### src/cgts_pkg.sv
// Shared types, codes and constants of the color gradient table sampler.
// Used by the controller, the datapath and the top level; no dependencies.
package cgts_pkg;

	localparam int MAX_KEYS_DEF = 16;
	localparam int TIME_W       = 16;
	localparam int CHAN_W       = 16;
	localparam int COLOR_W      = 64;
	localparam int COUNT_W      = 9;
	localparam int INDEX_W      = 8;
	localparam int ACTION_W     = 3;
	localparam int STATUS_W     = 2;
	localparam int S_DATA_W     = 96;
	localparam int M_DATA_W     = 96;
	localparam int APB_ADDR_W   = 5;
	localparam int APB_DATA_W   = 64;

	// Action codes
	localparam logic [ACTION_W-1:0] ACT_SAMPLE = 3'd0;
	localparam logic [ACTION_W-1:0] ACT_ADD    = 3'd1;
	localparam logic [ACTION_W-1:0] ACT_REMOVE = 3'd2;
	localparam logic [ACTION_W-1:0] ACT_SET    = 3'd3;
	localparam logic [ACTION_W-1:0] ACT_GET    = 3'd4;

	// Result status codes
	localparam logic [STATUS_W-1:0] STAT_OK      = 2'd0;
	localparam logic [STATUS_W-1:0] STAT_REFUSED = 2'd1;
	localparam logic [STATUS_W-1:0] STAT_RANGE   = 2'd2;

	// Register indexes on the configuration port
	localparam logic [1:0] REG_LEFT    = 2'd0;
	localparam logic [1:0] REG_RIGHT   = 2'd1;
	localparam logic [1:0] REG_SPACING = 2'd2;

	localparam logic [COLOR_W-1:0] LEFT_RESET    = '0;
	localparam logic [COLOR_W-1:0] RIGHT_RESET   = '1;
	localparam logic [COLOR_W-1:0] WHITE         = '1;
	localparam logic [TIME_W-1:0]  TIME_ONE      = 16'hFFFF;
	localparam logic [TIME_W-1:0]  SPACING_RESET = 16'd66;

	typedef enum logic [4:0] {
		ST_IDLE, ST_DISP, ST_SMP0_W, ST_SCAN_RD, ST_SCAN_W, ST_NXT_W, ST_MUL,
		ST_DIV, ST_ACC, ST_ADD_RD, ST_ADD_W, ST_ADD_CHK, ST_SHF, ST_SHF_W,
		ST_RM, ST_RM_W, ST_SET, ST_GET_RD, ST_GET_W, ST_DONE
	} state_t;

	typedef enum logic [1:0] {RSEL_I, RSEL_IM1, RSEL_IP1} rsel_t;
	typedef enum logic {WSEL_INPUT, WSEL_RDATA} wsel_t;
	typedef enum logic [2:0] {
		IOP_HOLD, IOP_ZERO, IOP_LAST, IOP_N, IOP_IDX, IOP_INC, IOP_DEC
	} iop_t;
	typedef enum logic [1:0] {NOP_HOLD, NOP_INC, NOP_DEC} nop_t;
	typedef enum logic [2:0] {RES_ZERO, RES_WHITE, RES_COLOR, RES_KEY, RES_KEEP} res_src_t;

	typedef struct packed {
		logic                load;
		logic                rd_en;
		rsel_t               rd_sel;
		logic                wr_en;
		wsel_t               wr_sel;
		iop_t                i_op;
		nop_t                n_op;
		logic                add_init;
		logic                add_cmp;
		logic                seg_cap;
		logic                nxt_cap;
		logic                mul_start;
		logic                div_step;
		logic                acc;
		logic                res_set;
		logic [STATUS_W-1:0] res_status;
		res_src_t            res_src;
		logic                out_load;
	} cmd_t;

	typedef struct packed {
		logic [ACTION_W-1:0] action;
		logic                n_zero;
		logic                n_one;
		logic                n_le2;
		logic                full;
		logic                idx_ge_n;
		logic                i_eq_n;
		logic                i_is_last;
		logic                i1_ge_n;
		logic                i_eq_pos;
		logic                t_lt_rtime;
		logic                close;
		logic                span_pos;
		logic                div_last;
		logic                ch_last;
		logic                out_free;
	} sts_t;

endpackage

### src/cgts_ctrl.sv
// Sequencer of the gradient table sampler: one item at a time through search,
// shift, interpolate and divide steps. Depends on cgts_pkg.
module cgts_ctrl (
	input  logic          clk,
	input  logic          arst_n,
	input  logic          s_tvalid,
	output logic          s_tready,
	input  cgts_pkg::sts_t sts,
	output cgts_pkg::cmd_t cmd
);
	import cgts_pkg::*;

	state_t state_q, state_d;

	// State register
	always_ff @(posedge clk or negedge arst_n) begin
		if (!arst_n) begin
			state_q <= ST_IDLE;
		end else begin
			state_q <= state_d;
		end
	end

	assign s_tready = (state_q == ST_IDLE);

	// Next state and commands
	always_comb begin
		state_d = state_q;
		cmd     = '0;
		unique case (state_q)
			ST_IDLE: begin
				if (s_tvalid) begin
					cmd.load = 1'b1;
					cmd.i_op = IOP_ZERO;
					state_d  = ST_DISP;
				end
			end
			ST_DISP: begin
				unique case (sts.action)
					ACT_SAMPLE: begin
						if (sts.n_zero) begin
							cmd.res_set = 1'b1;
							cmd.res_src = RES_WHITE;
							state_d     = ST_DONE;
						end else begin
							cmd.rd_en = 1'b1;
							state_d   = ST_SMP0_W;
						end
					end
					ACT_ADD: begin
						cmd.add_init = 1'b1;
						state_d      = ST_ADD_RD;
					end
					ACT_REMOVE: begin
						cmd.res_set = 1'b1;
						if (sts.n_le2) begin
							cmd.res_status = STAT_REFUSED;
							state_d        = ST_DONE;
						end else if (sts.idx_ge_n) begin
							cmd.res_status = STAT_RANGE;
							state_d        = ST_DONE;
						end else begin
							cmd.res_set = 1'b0;
							cmd.i_op    = IOP_IDX;
							state_d     = ST_RM;
						end
					end
					ACT_SET, ACT_GET: begin
						if (sts.idx_ge_n) begin
							cmd.res_set    = 1'b1;
							cmd.res_status = STAT_RANGE;
							state_d        = ST_DONE;
						end else begin
							cmd.i_op = IOP_IDX;
							state_d  = (sts.action == ACT_SET) ? ST_SET : ST_GET_RD;
						end
					end
					default: begin
						cmd.res_set    = 1'b1;
						cmd.res_status = STAT_REFUSED;
						state_d        = ST_DONE;
					end
				endcase
			end
			// First key decides the below-range case
			ST_SMP0_W: begin
				if (sts.n_one || sts.t_lt_rtime) begin
					cmd.res_set = 1'b1;
					cmd.res_src = RES_COLOR;
					state_d     = ST_DONE;
				end else begin
					cmd.i_op = IOP_LAST;
					state_d  = ST_SCAN_RD;
				end
			end
			ST_SCAN_RD: begin
				cmd.rd_en = 1'b1;
				state_d   = ST_SCAN_W;
			end
			// Walk down from the last key to the segment start
			ST_SCAN_W: begin
				if (!sts.t_lt_rtime) begin
					if (sts.i_is_last) begin
						cmd.res_set = 1'b1;
						cmd.res_src = RES_COLOR;
						state_d     = ST_DONE;
					end else begin
						cmd.seg_cap = 1'b1;
						cmd.rd_en   = 1'b1;
						cmd.rd_sel  = RSEL_IP1;
						state_d     = ST_NXT_W;
					end
				end else begin
					cmd.i_op = IOP_DEC;
					state_d  = ST_SCAN_RD;
				end
			end
			ST_NXT_W: begin
				if (!sts.span_pos) begin
					cmd.res_set = 1'b1;
					cmd.res_src = RES_WHITE;
					state_d     = ST_DONE;
				end else begin
					cmd.nxt_cap = 1'b1;
					state_d     = ST_MUL;
				end
			end
			ST_MUL: begin
				cmd.mul_start = 1'b1;
				state_d       = ST_DIV;
			end
			ST_DIV: begin
				cmd.div_step = 1'b1;
				if (sts.div_last) begin
					state_d = ST_ACC;
				end
			end
			ST_ACC: begin
				cmd.acc = 1'b1;
				if (sts.ch_last) begin
					cmd.res_set = 1'b1;
					cmd.res_src = RES_KEEP;
					state_d     = ST_DONE;
				end else begin
					state_d = ST_MUL;
				end
			end
			// Spacing check and insert position over all keys
			ST_ADD_RD: begin
				if (sts.i_eq_n) begin
					state_d = ST_ADD_CHK;
				end else begin
					cmd.rd_en = 1'b1;
					state_d   = ST_ADD_W;
				end
			end
			ST_ADD_W: begin
				cmd.add_cmp = 1'b1;
				cmd.i_op    = IOP_INC;
				state_d     = ST_ADD_RD;
			end
			ST_ADD_CHK: begin
				if (sts.close || sts.full) begin
					cmd.res_set    = 1'b1;
					cmd.res_status = STAT_REFUSED;
					state_d        = ST_DONE;
				end else begin
					cmd.i_op = IOP_N;
					state_d  = ST_SHF;
				end
			end
			// Shift keys up to open the insert slot
			ST_SHF: begin
				if (sts.i_eq_pos) begin
					cmd.wr_en   = 1'b1;
					cmd.n_op    = NOP_INC;
					cmd.res_set = 1'b1;
					state_d     = ST_DONE;
				end else begin
					cmd.rd_en  = 1'b1;
					cmd.rd_sel = RSEL_IM1;
					state_d    = ST_SHF_W;
				end
			end
			ST_SHF_W: begin
				cmd.wr_en  = 1'b1;
				cmd.wr_sel = WSEL_RDATA;
				cmd.i_op   = IOP_DEC;
				state_d    = ST_SHF;
			end
			// Shift keys down over the removed one
			ST_RM: begin
				if (sts.i1_ge_n) begin
					cmd.n_op    = NOP_DEC;
					cmd.res_set = 1'b1;
					state_d     = ST_DONE;
				end else begin
					cmd.rd_en  = 1'b1;
					cmd.rd_sel = RSEL_IP1;
					state_d    = ST_RM_W;
				end
			end
			ST_RM_W: begin
				cmd.wr_en  = 1'b1;
				cmd.wr_sel = WSEL_RDATA;
				cmd.i_op   = IOP_INC;
				state_d    = ST_RM;
			end
			ST_SET: begin
				cmd.wr_en   = 1'b1;
				cmd.res_set = 1'b1;
				state_d     = ST_DONE;
			end
			ST_GET_RD: begin
				cmd.rd_en = 1'b1;
				state_d   = ST_GET_W;
			end
			ST_GET_W: begin
				cmd.res_set = 1'b1;
				cmd.res_src = RES_KEY;
				state_d     = ST_DONE;
			end
			// Hand the result to the output register once it is free
			ST_DONE: begin
				if (sts.out_free) begin
					cmd.out_load = 1'b1;
					state_d      = ST_IDLE;
				end
			end
			default: begin
				state_d = ST_IDLE;
			end
		endcase
	end

endmodule

### src/cgts_datapath.sv
// Datapath of the gradient table sampler: key memory, scan index, multiplier,
// serial divider and output register. Depends on cgts_pkg.
module cgts_datapath #(
	parameter int MAX_KEYS = cgts_pkg::MAX_KEYS_DEF
) (
	input  logic                             clk,
	input  logic                             arst_n,
	input  cgts_pkg::cmd_t                   cmd,
	output cgts_pkg::sts_t                   sts,
	input  logic [cgts_pkg::S_DATA_W-1:0]    s_tdata,
	input  logic [cgts_pkg::TIME_W-1:0]      min_spacing,
	output logic                             m_tvalid,
	input  logic                             m_tready,
	output logic [cgts_pkg::M_DATA_W-1:0]    m_tdata
);
	import cgts_pkg::*;

	localparam int IDX_W = (MAX_KEYS > 1) ? $clog2(MAX_KEYS) : 1;
	localparam int CNT_W = $clog2(MAX_KEYS + 1);

	function automatic logic [CHAN_W-1:0] chan_of(input logic [COLOR_W-1:0] c,
			input logic [1:0] k);
		logic [CHAN_W-1:0] v;
		case (k)
			2'd0:    v = c[63:48];
			2'd1:    v = c[47:32];
			2'd2:    v = c[31:16];
			default: v = c[15:0];
		endcase
		return v;
	endfunction

	// Captured item
	logic [ACTION_W-1:0] action_q;
	logic [TIME_W-1:0]   t_q;
	logic [INDEX_W-1:0]  idx_q;
	logic [COLOR_W-1:0]  color_in_q;

	logic [CNT_W-1:0] n_q, i_q, pos_q;
	logic             close_q, found_q;

	// Key memory
	logic [TIME_W-1:0]  key_time_mem  [MAX_KEYS];
	logic [COLOR_W-1:0] key_color_mem [MAX_KEYS];
	logic [MAX_KEYS-1:0] key_vld_q;
	logic [TIME_W-1:0]  rtime_raw_q;
	logic [COLOR_W-1:0] rcolor_raw_q;
	logic               rvld_q;
	logic [IDX_W-1:0]   raddr_q;
	logic [CNT_W-1:0]   raddr_full;
	logic [IDX_W-1:0]   raddr, waddr;
	logic [TIME_W-1:0]  rd_time, wtime;
	logic [COLOR_W-1:0] rd_color, wcolor;

	// Interpolation
	logic [COLOR_W-1:0] ca_q, cb_q;
	logic [TIME_W-1:0]  t0_q, span_q, off_q, a_q;
	logic [1:0]         ch_q;
	logic               neg_q;
	logic [31:0]        dvd_q;
	logic [15:0]        rem_q;
	logic [4:0]         div_cnt_q;
	logic [16:0]        span_diff, ch_diff, rem_sh;
	logic [15:0]        ch_mag, acc_val;
	logic [32:0]        acc_sum;
	logic               ge;

	// Result staging and output
	logic [STATUS_W-1:0] res_status_q, m_status_q;
	logic [TIME_W-1:0]   res_time_q, m_time_q;
	logic [COLOR_W-1:0]  res_color_q, m_color_q;
	logic [COUNT_W-1:0]  m_count_q;
	logic                m_valid_q;

	// Read and write addresses
	always_comb begin
		case (cmd.rd_sel)
			RSEL_IM1: raddr_full = i_q - CNT_W'(1);
			RSEL_IP1: raddr_full = i_q + CNT_W'(1);
			default:  raddr_full = i_q;
		endcase
	end
	assign raddr = raddr_full[IDX_W-1:0];
	assign waddr = i_q[IDX_W-1:0];

	// Untouched entries read as their reset contents
	always_comb begin
		if (rvld_q) begin
			rd_time  = rtime_raw_q;
			rd_color = rcolor_raw_q;
		end else if (raddr_q == IDX_W'(1)) begin
			rd_time  = TIME_ONE;
			rd_color = RIGHT_RESET;
		end else if (raddr_q == IDX_W'(0)) begin
			rd_time  = '0;
			rd_color = LEFT_RESET;
		end else begin
			rd_time  = '0;
			rd_color = '0;
		end
	end

	assign wtime  = (cmd.wr_sel == WSEL_INPUT) ? t_q : rd_time;
	assign wcolor = (cmd.wr_sel == WSEL_INPUT) ? color_in_q : rd_color;

	// Memory write and registered read
	always_ff @(posedge clk) begin
		if (cmd.wr_en) begin
			key_time_mem[waddr]  <= wtime;
			key_color_mem[waddr] <= wcolor;
		end
		if (cmd.rd_en) begin
			rtime_raw_q  <= key_time_mem[raddr];
			rcolor_raw_q <= key_color_mem[raddr];
			rvld_q       <= key_vld_q[raddr];
			raddr_q      <= raddr;
		end
	end

	// Mark entries as written
	always_ff @(posedge clk or negedge arst_n) begin
		if (!arst_n) begin
			key_vld_q <= '0;
		end else if (cmd.wr_en) begin
			key_vld_q[waddr] <= 1'b1;
		end
	end

	// Key count
	always_ff @(posedge clk or negedge arst_n) begin
		if (!arst_n) begin
			n_q <= CNT_W'(2);
		end else begin
			case (cmd.n_op)
				NOP_INC: n_q <= n_q + CNT_W'(1);
				NOP_DEC: n_q <= n_q - CNT_W'(1);
				default: n_q <= n_q;
			endcase
		end
	end

	assign span_diff = {1'b0, rd_time} - {1'b0, t0_q};
	assign ch_diff   = {1'b0, chan_of(cb_q, ch_q)} - {1'b0, chan_of(ca_q, ch_q)};
	assign ch_mag    = ch_diff[16] ? 16'(-ch_diff) : ch_diff[15:0];
	assign rem_sh    = {rem_q, dvd_q[31]};
	assign ge        = (rem_sh >= {1'b0, span_q});

	// Saturate a +/- quotient into the channel range
	always_comb begin
		acc_sum = {17'b0, a_q} + {1'b0, dvd_q};
		if (neg_q) begin
			acc_val = (dvd_q > {16'b0, a_q}) ? 16'd0 : (a_q - dvd_q[15:0]);
		end else begin
			acc_val = (acc_sum > 33'd65535) ? 16'hFFFF : acc_sum[15:0];
		end
	end

	// Item capture, scan index, search and arithmetic registers
	always_ff @(posedge clk) begin
		if (cmd.load) begin
			action_q   <= s_tdata[2:0];
			t_q        <= s_tdata[18:3];
			idx_q      <= s_tdata[26:19];
			color_in_q <= {s_tdata[42:27], s_tdata[58:43], s_tdata[74:59], s_tdata[90:75]};
		end
		case (cmd.i_op)
			IOP_ZERO: i_q <= '0;
			IOP_LAST: i_q <= n_q - CNT_W'(1);
			IOP_N:    i_q <= n_q;
			IOP_IDX:  i_q <= CNT_W'(idx_q);
			IOP_INC:  i_q <= i_q + CNT_W'(1);
			IOP_DEC:  i_q <= i_q - CNT_W'(1);
			default:  i_q <= i_q;
		endcase
		if (cmd.add_init) begin
			close_q <= 1'b0;
			found_q <= 1'b0;
			pos_q   <= n_q;
		end
		if (cmd.add_cmp) begin
			if (((rd_time > t_q) ? (rd_time - t_q) : (t_q - rd_time)) < min_spacing) begin
				close_q <= 1'b1;
			end
			if (!found_q && (rd_time > t_q)) begin
				found_q <= 1'b1;
				pos_q   <= i_q;
			end
		end
		if (cmd.seg_cap) begin
			ca_q <= rd_color;
			t0_q <= rd_time;
		end
		if (cmd.nxt_cap) begin
			cb_q   <= rd_color;
			span_q <= span_diff[15:0];
			off_q  <= t_q - t0_q;
			ch_q   <= 2'd0;
		end
		// Multiply magnitude by the offset, then divide serially
		if (cmd.mul_start) begin
			a_q       <= chan_of(ca_q, ch_q);
			neg_q     <= ch_diff[16];
			dvd_q     <= ch_mag * off_q;
			rem_q     <= '0;
			div_cnt_q <= 5'd31;
		end
		if (cmd.div_step) begin
			rem_q     <= ge ? 16'(rem_sh - {1'b0, span_q}) : rem_sh[15:0];
			dvd_q     <= {dvd_q[30:0], ge};
			div_cnt_q <= div_cnt_q - 5'd1;
		end
		if (cmd.acc) begin
			case (ch_q)
				2'd0:    res_color_q[63:48] <= acc_val;
				2'd1:    res_color_q[47:32] <= acc_val;
				2'd2:    res_color_q[31:16] <= acc_val;
				default: res_color_q[15:0]  <= acc_val;
			endcase
			ch_q <= ch_q + 2'd1;
		end
		if (cmd.res_set) begin
			res_status_q <= cmd.res_status;
			case (cmd.res_src)
				RES_WHITE: begin
					res_time_q  <= '0;
					res_color_q <= WHITE;
				end
				RES_COLOR: begin
					res_time_q  <= '0;
					res_color_q <= rd_color;
				end
				RES_KEY: begin
					res_time_q  <= rd_time;
					res_color_q <= rd_color;
				end
				RES_KEEP: begin
					res_time_q <= '0;
				end
				default: begin
					res_time_q  <= '0;
					res_color_q <= '0;
				end
			endcase
		end
		if (cmd.out_load) begin
			m_status_q <= res_status_q;
			m_time_q   <= res_time_q;
			m_color_q  <= res_color_q;
			m_count_q  <= COUNT_W'(n_q);
		end
	end

	// Output valid
	always_ff @(posedge clk or negedge arst_n) begin
		if (!arst_n) begin
			m_valid_q <= 1'b0;
		end else if (cmd.out_load) begin
			m_valid_q <= 1'b1;
		end else if (m_tready) begin
			m_valid_q <= 1'b0;
		end
	end

	assign m_tvalid = m_valid_q;
	assign m_tdata  = {5'b0, m_count_q, m_color_q[15:0], m_color_q[31:16],
		m_color_q[47:32], m_color_q[63:48], m_time_q, m_status_q};

	// Status toward the controller
	always_comb begin
		sts            = '0;
		sts.action     = action_q;
		sts.n_zero     = (n_q == '0);
		sts.n_one      = (n_q == CNT_W'(1));
		sts.n_le2      = (n_q <= CNT_W'(2));
		sts.full       = (n_q >= CNT_W'(MAX_KEYS));
		sts.idx_ge_n   = ({1'b0, idx_q} >= COUNT_W'(n_q));
		sts.i_eq_n     = (i_q == n_q);
		sts.i_is_last  = (({1'b0, i_q} + (CNT_W+1)'(1)) == {1'b0, n_q});
		sts.i1_ge_n    = (({1'b0, i_q} + (CNT_W+1)'(1)) >= {1'b0, n_q});
		sts.i_eq_pos   = (i_q == pos_q);
		sts.t_lt_rtime = (t_q < rd_time);
		sts.close      = close_q;
		sts.span_pos   = !span_diff[16] && (span_diff[15:0] != '0);
		sts.div_last   = (div_cnt_q == '0);
		sts.ch_last    = (ch_q == 2'd3);
		sts.out_free   = !m_valid_q || m_tready;
	end

endmodule

### src/color_gradient_table_sampler_core.sv
// Color gradient table sampler: keeps up to MAX_KEYS sorted gradient keys and
// samples, adds, removes, sets or reads them, one item at a time.
// Stream in (s_tvalid/s_tready/s_tdata) carries one action; stream out
// (m_tvalid/m_tready/m_tdata) returns exactly one result item per action.
// The APB port holds left_color (0x00), right_color (0x08) and min_spacing
// (0x10); write it only while the block is idle.
// Flow: an item is taken only in the idle state. A sample searches down from
// the last key for its segment and, when it interpolates, works on each
// channel in turn (one multiply, a 32-step restoring divide and a saturating
// add per channel through one shared unit). Add scans all keys and shifts keys
// up, remove shifts keys down, set and get touch one key, all limited by the
// single-port key memory. Each result is then moved to the output register.
// Reset loads two keys (time 0 black, time 1.0 white), min_spacing 66, and
// empties the output register. When the receiver stalls, the held result
// stays on m_tdata; the block still takes and processes the next item and
// waits with its result until the output register frees.
module color_gradient_table_sampler_core #(
	parameter int MAX_KEYS = cgts_pkg::MAX_KEYS_DEF
) (
	input  logic                              clk,
	input  logic                              arst_n,
	// action[2:0], time_in[18:3], key_index[26:19], red_in[42:27],
	// green_in[58:43], blue_in[74:59], alpha_in[90:75], zero fill
	input  logic                              s_tvalid,
	output logic                              s_tready,
	input  logic [cgts_pkg::S_DATA_W-1:0]     s_tdata,
	// status[1:0], time_out[17:2], red_out[33:18], green_out[49:34],
	// blue_out[65:50], alpha_out[81:66], key_count[90:82], zero fill
	output logic                              m_tvalid,
	input  logic                              m_tready,
	output logic [cgts_pkg::M_DATA_W-1:0]     m_tdata,
	input  logic                              psel,
	input  logic                              penable,
	input  logic                              pwrite,
	input  logic [cgts_pkg::APB_ADDR_W-1:0]   paddr,
	input  logic [cgts_pkg::APB_DATA_W-1:0]   pwdata,
	output logic [cgts_pkg::APB_DATA_W-1:0]   prdata,
	output logic                              pready
);
	import cgts_pkg::*;

	logic [COLOR_W-1:0] left_color_q, right_color_q;
	logic [TIME_W-1:0]  min_spacing_q;
	cmd_t               cmd;
	sts_t               sts;

	assign pready = 1'b1;

	// Configuration registers
	always_ff @(posedge clk or negedge arst_n) begin
		if (!arst_n) begin
			left_color_q  <= LEFT_RESET;
			right_color_q <= RIGHT_RESET;
			min_spacing_q <= SPACING_RESET;
		end else if (psel && penable && pwrite && pready) begin
			unique case (paddr[4:3])
				REG_LEFT:    left_color_q  <= pwdata;
				REG_RIGHT:   right_color_q <= pwdata;
				REG_SPACING: min_spacing_q <= pwdata[TIME_W-1:0];
				default:     ;
			endcase
		end
	end

	// Register readback
	always_comb begin
		unique case (paddr[4:3])
			REG_LEFT:    prdata = left_color_q;
			REG_RIGHT:   prdata = right_color_q;
			REG_SPACING: prdata = APB_DATA_W'(min_spacing_q);
			default:     prdata = '0;
		endcase
	end

	cgts_ctrl u_ctrl (
		.clk      (clk),
		.arst_n   (arst_n),
		.s_tvalid (s_tvalid),
		.s_tready (s_tready),
		.sts      (sts),
		.cmd      (cmd)
	);

	cgts_datapath #(
		.MAX_KEYS (MAX_KEYS)
	) u_datapath (
		.clk         (clk),
		.arst_n      (arst_n),
		.cmd         (cmd),
		.sts         (sts),
		.s_tdata     (s_tdata),
		.min_spacing (min_spacing_q),
		.m_tvalid    (m_tvalid),
		.m_tready    (m_tready),
		.m_tdata     (m_tdata)
	);

`ifndef ASSERT_OFF
	// The table never drops below two keys nor grows past its depth
	a_count_range: assert property (@(posedge clk) disable iff (!arst_n)
		m_tvalid |-> (m_tdata[90:82] >= 9'd2) && (m_tdata[90:82] <= 9'(MAX_KEYS)))
		else $error("key count out of range");

	// No result carries the unused status code
	a_status_code: assert property (@(posedge clk) disable iff (!arst_n)
		m_tvalid |-> (m_tdata[1:0] != 2'd3))
		else $error("invalid status code");

	// Taking an item leaves the idle state at once
	a_one_item: assert property (@(posedge clk) disable iff (!arst_n)
		(s_tvalid && s_tready) |=> !s_tready)
		else $error("second item taken while busy");
`endif

endmodule
### config.mk
export PLATFORM = sky130hd
export DESIGN_NAME = color_gradient_table_sampler_core
export DESIGN_NICKNAME = d
export VERILOG_FILES = /design/src/cgts_pkg.sv /design/src/cgts_ctrl.sv /design/src/cgts_datapath.sv /design/src/color_gradient_table_sampler_core.sv
export SDC_FILE = /design/constraint.sdc
export NUM_CORES = 2
export LEC_CHECK = 0
export ABC_AREA = 1
export BUFFER_PORTS_ARGS = -buffer_cell sky130_fd_sc_hd__buf_2
export CAP_MARGIN = 20
export CORE_MARGIN = 2
export CORE_UTILIZATION = 25
export DETAILED_ROUTE_END_ITERATION = 12
export SETUP_SLACK_MARGIN = 0.5
export SYNTH_ARGS = -nofsm -noshare
export SYNTH_HDL_FRONTEND = slang
export SYNTH_HIERARCHICAL = 1
export SYNTH_SLANG_ARGS = --single-unit
### constraint.sdc
create_clock -name clk -period 8.8 [get_ports clk]
set_clock_uncertainty 0.2 [all_clocks]
set_input_delay 1.32 -clock clk [delete_from_list [all_inputs] [get_ports clk]]
set_output_delay 1.32 -clock clk [all_outputs]
set_load 0.05 [all_outputs]
==> impl_metrics.json <==
{
  "synth_common_cells": "nand2_1 (2008), edfxtp_1 (1814), inv_1 (1161), o21ai_0 (641), nor2_1 (612)",
  "status": "finished, final reports clean",
  "worstMarginPinSlew_ps": 1220,
  "drv_cap": 0,
  "endpoint_kind": "flop",
  "routed_wl_um": 297000,
  "finalSetupTns_ps": 0,
  "synth_area_um2": 100000,
  "vias": 69413,
  "clkTransAtPathRegs_ps": 70,
  "dp.cells": 14765,
  "setup_violations": 0,
  "crit_top_cell": "buf_12",
  "ys_top_cells_by_area": "edfxtp_1 (54%), nand2_1 (7.5%), inv_1 (4.4%)",
  "rsz0062_at_grt": "yes",
  "core-area_um2": 399000,
  "cts_made_buffers": 198,
  "cts_buffer_depth": 4,
  "finalCriticalPeriod_ps": 8750,
  "yosysMostFrequentCell": "nand2_1",
  "postRouteAntennaNets": 0,
  "cts_tree": "done",
  "yosys.area.top_type": "edfxtp_1",
  "crit_slowest_cell": "fa_2",
  "period_share": 0.995,
  "critPathMaxStageDelay_ps": 610,
  "ys.flop_type": "edfxtp_1",
  "hold_violations": 0,
  "maxSlewViolCount": 0,
  "synth_async_sr_flop_share": 0.0832,
  "ios": 335,
  "overflow": 0,
  "path_buf_inv": 10,
  "grt_pass1_vias": 65745,
  "insertion_delay_ps": 890,
  "cts.htree.levels": 4,
  "worst-path-max-fanout": 8,
  "synthCells": 9279,
  "start_util": 0.251,
  "synth_edf_count": 1814,
  "wl_per_cell_um": 19.5,
  "cp_top_family": "adder cells",
  "grt_use_total": 0.141,
  "die_h_um": 637,
  "area_delta_synth_final_pct": 18.2,
  "grt_pass1_wl_um": 433000,
  "place_congestion": 0.928,
  "first_pass_iters": 6,
  "hp-class": "flop to flop",
  "viasPerCell": 4.55,
  "yosys_warnings": 6,
  "antenna_found_initial": 19,
  "grt_start_max_net_pins": 116,
  "cts-root-buf": "clkbuf_16",
  "cp.required_ps": 9150,
  "relSlewSlack": 0.185,
  "drtIter0Drc": 5900,
  "drt_drc_violations_left": 0,
  "synth_top_cell_area_share": 0.544,
  "fmax_mhz": 114,
  "portBuffers": 316,
  "ys_seq_area_frac": 0.602,
  "cp-start-kind": "flop",
  "fin_cells": 15248,
  "cts_hold_buffers": 0,
  "die_w_um": 637,
  "crit_arrival_ps": 9100,
  "hpwl_um": 191000,
  "core.rowCount": 232,
  "ys_types": 73,
  "die_area_um2": 405000,
  "critical_path_class": "flop to flop",
  "synthesis.area_per_instance_um2": 10.8,
  "ys_seq_elements": 2056,
  "clock_sinks": 2056,
  "fin_nets": 10489,
  "drive_gt1_frac": 0.155
}
[worst paths after layout]
check | start | to | slack (ps) | cells past startpoint
min reg2reg | u_datapath/res_time_q[0]$_SDFFCE_PP0P_ | u_datapath/m_time_q[0]$_DFFE_PP_ | 220 | 0
max | u_datapath/ch_q[1]$_SDFFCE_PN0P_ | u_datapath/dvd_q[31]$_DFFE_PP_ | 50 | 38
max reg2reg | u_datapath/ch_q[1]$_SDFFCE_PN0P_ | u_datapath/dvd_q[31]$_DFFE_PP_ | 50 | 38
min in group asynchronous | arst_n | u_datapath/n_q[2]$_DFFE_PN0P_ | 300 | 1
min | u_datapath/res_time_q[0]$_SDFFCE_PP0P_ | u_datapath/m_time_q[0]$_DFFE_PP_ | 220 | 0
max in group asynchronous | arst_n | min_spacing_q[8]$_DFFE_PN0P_ | 6180 | 3
[cell usage in the layout, fill, tap and decap left out, types with 45 or more instances in the layout]
cell type	instances
nor2_1	573
ha_1	264
dfxtp_1	71
fa_1	187
xor2_1	71
a21oi_1	388
mux2i_1	167
inv_2	51
buf_4	388
a31oi_1	77
nand3_1	284
o311ai_1	61
dfrtp_1	104
o21ai_0	614
dfstp_2	67
edfxtp_1	1814
inv_1	1118
nand2_1	1964
nand2_2	56
o211ai_1	259
buf_12	45
clkbuf_16	204
buf_2	317
o221ai_1	83
[flip-flops by register name, summed over array words and instances, names as in the netlist, 8 cells and up]
register,flops
min_spacing_q,16
u_datapath/color_in_q,64
u_datapath/rtime_raw_q,16
u_datapath/a_q,16
u_datapath/key_time_mem,256
u_datapath/res_color_q,64
u_datapath/m_time_q,16
u_datapath/m_color_q,64
u_datapath/t0_q,16
u_datapath/rem_q,16
u_datapath/t_q,16
u_datapath/dvd_q,32
u_datapath/span_q,16
right_color_q,64
u_datapath/rcolor_raw_q,64
u_datapath/cb_q,64
u_datapath/ca_q,64
u_datapath/key_vld_q,16
u_datapath/idx_q,8
u_datapath/key_color_mem,1024
u_datapath/res_time_q,16
left_color_q,64
u_datapath/off_q,16
[cell type report]
class | instances | area [um2]
antenna | 9 | 22.5
clock buffer | 236 | 5190
clock inverter | 112 | 1020
fill | 40894 | 281000
inverter | 1190 | 4530
multi-input combinational | 5586 | 34800
sequential | 2056 | 60300
tap | 5265 | 6590
timing repair buffer | 794 | 5900
[cells by family (layout without fill, tap and decap cells)]
| family | count (synthesis) | in the layout | synth area share |
|---|---|---|---|
| AND/OR/NAND/NOR | 3110 | 3110 | 0.126 |
| flip-flops | 2056 | 2056 | 0.602 |
| AO/OA/AOI/OAI | 1692 | 1692 | 0.102 |
| buffers and inverters | 1645 | 2332 | 0.0657 |
| adder cells (fa/ha/maj) | 491 | 491 | 0.0766 |
| multiplexers | 171 | 171 | 0.0172 |
| XOR/XNOR | 112 | 112 | 0.00988 |
| other | 2 | 19 | 0.0000751 |
[timing repair]
action / in CTS / in global routing
gates resized for setup: 129 / 207
pin swaps: 64 / 136
buffers inserted: 18 / 39
setup endpoints to repair: 23 / 33
cloned: 0 / 2
[stage by stage]
stage	setup slack (ps)	util	cell area [um2]	hold WS, ps
after detailed placement	-180	0.275	110000	205
after floorplan	450	-	100000	200
after CTS	27.7	0.292	117000	215
after global routing	-303	0.297	118000	225
after global placement	-141	0.275	110000	204
final	47.4	0.297	118000	217
[routing by layer]
layer	vias up	global-route usage	wire, um
li1	32811	-	-
met1	34121	0.176	123000
met2	1985	0.247	147000
met3	494	0.0155	15300
met4	2	0.0562	12600
met5	-	0	12
Power is left out: the tool's default activity adds up to more than one toggle a clock period on the data nets, which glitch-free logic cannot reach.
